$ cat src/scsc_ram.sv
module scsc_ram #(
   parameter int Width = 8,
   parameter int Depth = 16
) (
   input  logic                     clock,
   input  logic                     wr_en,
   input  logic [$clog2(Depth)-1:0] wr_addr,
   input  logic [Width-1:0]         wr_data,
   input  logic [$clog2(Depth)-1:0] rd_addr,
   output logic [Width-1:0]         rd_data
);
   logic [Width-1:0] mem [Depth];

   always_ff @(posedge clock) begin
      if (wr_en) begin
         mem[wr_addr] <= wr_data;
      end
      rd_data <= mem[rd_addr];
   end
endmodule

$ cat config.mk
export PLATFORM = sky130hd
export DESIGN_NAME = scsc_ram
export DESIGN_NICKNAME = d
export VERILOG_FILES = /design/src/scsc_ram.sv
export SDC_FILE = /design/constraint.sdc
export NUM_CORES = 1
export LEC_CHECK = 0
export ABC_CLOCK_PERIOD_IN_PS = 2800
export BUFFER_PORTS_ARGS = -buffer_cell sky130_fd_sc_hd__buf_2
export CORE_MARGIN = 2
export CORE_UTILIZATION = 39
export DETAILED_ROUTE_END_ITERATION = 8
export GPL_ROUTABILITY_DRIVEN = 0
export PLACE_DENSITY_LB_ADDON = 0.2
export SLEW_MARGIN = 10
export SYNTH_ARGS = -nofsm -noshare
export SYNTH_HDL_FRONTEND = slang
export SYNTH_SLANG_ARGS = --single-unit
$ cat constraint.sdc
create_clock -name clock -period 2.8 [get_ports clock]
set_clock_uncertainty 0.15 [all_clocks]
set_input_delay 0.14 -clock clock [delete_from_list [all_inputs] [get_ports clock]]
set_output_delay 0.14 -clock clock [all_outputs]
set_load 0.03 [all_outputs]
==> metrics.txt, run 1 <==
CORE AREA around 0.013 mm2; critical path class reg2reg; total setup buffers inserted after CTS 0; hold_sp wr_addr[0]; Max Buffers Root-to-Sink 2; vias post-DR around 2,400; Hold Fails Final Rpt 0; Mapped Nets around 250; Ys Warns 0; Crit Path Max Fanout 1; TritonRoute pass-1 iters 4; Rows between 40 and 50; Critical Path RT between 2 and 3 ns; CTS Sinks approximately 140; filler cell count 1,035; IO Count 26; CTS buffer count 17; r2r endpoint rd_data[5]; share of post-route cells with drive strength above 1 29.9%; Die Width about 120 um; Root Driver clkbuf_16; Achievable Freq around 660 MHz; post-route design area 0.00623 mm2; cell count along the critical path 3; fin crit period about 1.5 ns; Nets 306; Synth Area per Inst roughly 22 um2; Pleak between 2 and 2.5 nW; element type at the critical path end register; fraction of registers with async set/reset 0%; R2R setup slack around 1.3 ns; Post-synth EDFFs 128; Setup TNS Final 0 ns; Routed WL about 9800 um; Die H between 100 and 150 um; CP max-delay cell mux4_1; final antenna-violating net count 0; Ant. Diodes 0; status finished, final reports clean; first-pass GRT wire length approximately 15,000 um; RSZ-0062 raised after global routing no; Hold Path Stages 3; via count of the first global-routing pass ~2,400; drc violations 0; post-layout util around half; Startpoint Class register; main flop type after synthesis edfxtp_1; Synth Cell Area 0.00515 mm2; CP peak stage delay 0.50 ns; Final Slew Violations 0; CP delay by family, top multiplexers; PwrDens ~770 mW/mm2; die area between 0.01 and 0.015 mm2; Worst slew margin 35.5%; port buffer count 25; R2R Path Start mem[1][5]; Critical Path, Cell by Cell mux4_1 > a22oi_1 > nand2_1; Min-Delay Path Class in2reg; initial antenna violation count 0; routed len/inst ~21 um; fin crit share 54.2%; count of cell types in the netlist 19; VDD IR max ~420 uV; max_cap viols 0; PostCTS Resize Cnt 0; Reg2Reg Depth 3; buffers and inverters on the worst path 0; slew of the pin with the lowest slew margin roughly 0.96 ns; DP HPWL ~6200 um; CP Data Arrival Time roughly 1.6 ns; H-tree depth 4; setup ws final about 1.3 ns; worst hold endpoint mem[0][7]; synthesized flop and latch total 136; Seq/Total Area, Yosys 77.8%; post-cts hold buffer count 8; GRT Overall Usage 15.0%; 1st-iter DRT viols 206; Cells after Synth roughly 230; DP Worst Slack around 0.84 ns; Placed Area between 0.005 and 0.006 mm2; CTS tree yes; Final Setup Violations 0; Clock Pin Slew Worst Setup and Hold Paths approximately 0.050 ns; gr ovfl total 0; vias per inst approximately 5; synthesis-to-finish area growth 21.1%; worst skew pair latency around 0.40 ns; Starting Density between 40% and 50%; largest net degree at the start of global routing 23
[cell usage after synthesis, types with 2 or more instances]
master	n	share of area (%)
edfxtp_1	128	75
mux4_2	18	7.9
a22oi_1	16	2.3
mux4_1	14	7.1
nor2_1	13	0.95
nand2_1	9	0.66
dfxtp_1	8	3.1
nor3_1	4	0.39
buf_2	3	0.29
buf_6	3	0.66
clkdlybuf4s25_2	3	0.58
nand2b_1	2	0.24
nand3b_1	2	0.29
[worst reg2reg max path, stage by stage, from the launching register on]
cell	delay (ns)
edfxtp_1	0.34
mux4_1	0.50
a22oi_1	0.26
nand2_1	0.13
[registers in the layout, indices dropped and copies added, names as in the netlist]
signal   count
rd_data      8
mem        128
[how the worst max path moves through the flow]
stage,slack [ns],endpoint,startpoint
floorplan,1.02,mem[0][0],wr_addr[2]
global placement,0.82,rd_data[1],rd_addr[0]
detailed placement,0.84,rd_data[1],rd_addr[0]
CTS,1.24,rd_data[6],mem[3][6]
global route,1.17,rd_data[6],mem[0][6]
finish,1.28,rd_data[5],mem[1][5]
[layout by cell type (no fill, tap or decap), drive strengths merged]
cell	count
a22oi	16
and2	1
and2b	1
buf	42
bufinv	4
clkbuf	17
clkinv	9
clkinvlp	2
dfxtp	8
dlygate4sd3	8
edfxtp	128
mux4	32
nand2	9
nand2b	2
nand3	1
nand3b	2
nor2	13
nor2b	1
nor3	4
or3b	1
[power by group]
part	switching, mW	internal (mW)	total, mW
Clock	0.777	1.47	2.25
Combinational	0.141	0.0969	0.238
Sequential	0.0121	2.28	2.29
[metrics by stage]
stage | power [mW] | std cells | hold WS, ns
2_1_floorplan | 2.47 | 229 | 0.0889
3_3_place_gp | 2.56 | 433 | 0.384
3_5_place_dp | 2.57 | 433 | 0.396
4_1_cts | 4.82 | 473 | 0.136
5_1_grt | 4.94 | 473 | 0.161
6_report | 4.78 | 473 | 0.147
[kinds of logic after synthesis]
group	synth area share, %
DFF	77.8
AOI/OAI and AO/OA	2.33
buffers and inverters	1.68
muxes	15.0
and+or+nand+nor	3.18
[cell type report]
class	count	area, um2	share of cell area, %
Sequential cell	136	4000	64.3
Clock buffer	17	425	6.83
Tap cell	172	215	3.45
Clock inverter	15	184	2.95
Multi-Input combinational cell	83	1060	17.0
Timing Repair Buffer	50	345	5.54
[routing by layer]
metal  GRT usage (%)  routed length (um)  up-vias
met3            3.88                 336        9
met5               0                   0        -
met4            5.36                 102        0
li1                -                   -     1089
met1            21.0                4520     1240
met2            22.8                4810       51
(Power assumes the default switching activity.)
==> inputs of run 2 (changes only) <==
ABC_CLOCK_PERIOD_IN_PS = 1300   (was 2800)
clock period = 1.3 ns   (was 2.8 ns; I/O delays follow)
==> run 2 against run 1 <==
Against the previous run:
- the flow now finishes with violations (negative setup slack)
- maximum frequency rose by 6.9%
- count of clock-buffer cells in the layout grew 1
- flip-flop and latch count unchanged
==> metrics.txt, run 2 (synthesis gave the netlist of run 1 again) <==
slew of the pin with the lowest slew margin 0.984 ns (+0.0199 ns); most frequent cells in the layout edfxtp_1, buf_4, mux4_2, buf_2, clkbuf_16; via count of the first global-routing pass 2,662 (+9.1%); Ant. Diodes 0 (unchanged); status finished, violations left; H-tree depth 4 (unchanged); Clock Pin Slew Worst Setup and Hold Paths 0.06 ns (about the same); final antenna-violating net count 0 (unchanged); RSZ-0062 raised after global routing yes; fin crit period 1.42 ns (-0.0983 ns); IO Count 26 (unchanged); Reg2Reg Depth 3 (unchanged); hold_sp wr_addr[1]; Hold Fails Final Rpt 0 (unchanged); synthesis-to-finish area growth 26.5%; CTS tree yes; R2R setup slack -0.12 ns (-1.40 ns); Die H 119 um (unchanged); 1st-iter DRT viols 261 (+27%); buffers and inverters on the worst path 0 (unchanged); DP HPWL 6770 um (+8.5%); Final Slew Violations 0 (unchanged); most common cell after layout, fill and taps aside edfxtp_1; Startpoint Class register; Pleak 2.21 nW (+4.4%); Final Setup Violations 8 (+8); Min-Delay Path Class in2reg; worst hold endpoint mem[0][5]; worst skew pair latency 0.41 ns (about the same); number of placed cells counting well taps 452 (+4.4%); drc violations 0 (unchanged); Max Buffers Root-to-Sink 2 (unchanged); largest net degree at the start of global routing 24 (+4.3%); die area 0.0141 mm2 (unchanged); Top Registers mem x128, rd_data x8; Worst slew margin 34.3% (-1.2 points); CP Data Arrival Time 1.55 ns (-0.09 ns); critical path class reg2reg; met2 Use GR 22.8% (+0.036 points); Critical Path RT 1.43 ns (-1.49 ns); first-pass GRT wire length 15,900 um (+5.4%); Hold Path Stages 3 (unchanged); GRT Overall Usage 15.9% (+0.94 points); M3 GR Usage 3.98% (+0.096 points); total setup buffers inserted after CTS 0 (unchanged); share of post-route cells with drive strength above 1 42.8% (+13 points); CTS buffer count 17 (unchanged); Achievable Freq 705 MHz (+6.9%); Largest register FFs 128 (unchanged); r2r endpoint rd_data[2]; failing checks negative setup slack; CORE AREA 0.0128 mm2 (unchanged); element type at the critical path end register; PwrDens 1660 mW/mm2 (+120%); port buffer count 25 (unchanged); Rows 41 (unchanged); Nets 325 (+6.2%); initial antenna violation count 0 (unchanged); gr busiest metal met2; gr ovfl total 0 (unchanged); Most flops, register mem; TritonRoute pass-1 iters 4 (unchanged); Routed WL 10,200 um (+4.7%); fin crit share 109% (+55 points); CP peak stage delay 0.51 ns (about the same); CTS Sinks 136 (unchanged); CP max-delay cell mux4_2; vias post-DR 2,489 (+4.2%); met1 track demand over resource 22.7% (+1.7 points); Post-Layout Cell Count 492 (+4.0%); CP delay by family, top multiplexers; DP Worst Slack -0.364 ns (-1.20 ns); Tot Pwr 10.8 mW (+130%); Crit Path Max Fanout 1 (unchanged); Critical Path, Cell by Cell mux4_2 > a22oi_2 > nand2_1; max_cap viols 0 (unchanged); Starting Density 40.3% (unchanged); routed len/inst 20.8 um (+0.64%); R2R Path Start mem[6][2]; setup ws final -0.119 ns (-1.40 ns); vias per inst 5.06 (+0.16%); VDD IR max 926 uV (+120%); Die Width 119 um (unchanged); Root Driver clkbuf_16
[run 2: cell types whose count changed in the layout (fill, tap and decap cells not counted), moves of 4 or more]
cell     before  now
a22oi_1      16    6
a22oi_2       0   10
buf_12        1    5
buf_4        16   31
mux4_1       14    2
mux4_2       18   30
nor3_1        4    0
[run 2: timing repair]
item | in CTS | in global routing
endpoints found under the setup margin | 8 | 8
hold endpoints to repair | 128 | 0
hold buffers | 8 | 0
gates resized for setup | 14 | 8
pin swaps | 7 | 3
gates cloned | 0 | 0
[run 2: where the power goes]
part | switching, mW | internal (mW) | total [mW]
clock | 1.70 | 3.58 | 5.27
combinational | 0.338 | 0.259 | 0.597
sequential | 0.0332 | 4.90 | 4.94
total | 2.07 | 8.74 | 10.8
[run 2: per-stage QoR]
stage	utilization [%]	cell area [um2]	hold WS, ns	TNS, ns
floorplan	-	5190	0.0139	-0.517
global placement	45.2	5770	0.300	-7.83
detailed placement	45.2	5770	0.318	-9.01
CTS	51.0	6510	0.0325	-0.716
global route	51.0	6510	0.0489	-1.12
finish	51.0	6510	0.0618	-0.701
[run 2: cell type report]
class                   instances  area (um2)
fillers                      1016        6260
flip-flops and latches        136        4000
multi-input cells              83        1100
repair buffers                 69         538
clock buffers                  18         429
clock inverters                14         229
well taps                     172         215
[run 2: metal layers]
layer	up-vias	routed length (um)	part of all wire [%]
met5	-	0	0
met4	0	68	0.67
met3	4	300	2.9
met2	59	4840	47
met1	1308	5020	49
li1	1118	-	-
[run 2: tightest hold or removal path: stages]
cell    delay [ns]
buf_2         0.18
nor3_4        0.06
buf_12        0.14
[run 2: how the worst max path moves through the flow]
stage	startpoint	end	slack, ns	cells after the start
6_report	mem[6][2]	rd_data[2]	-0.12	3
5_1_grt	mem[2][2]	rd_data[2]	-0.15	3
4_1_cts	mem[2][1]	rd_data[1]	-0.11	3
3_5_place_dp	rd_addr[0]	rd_data[2]	-0.36	5
3_3_place_gp	rd_addr[0]	rd_data[2]	-0.33	5
2_1_floorplan	rd_addr[0]	rd_data[1]	-0.05	5
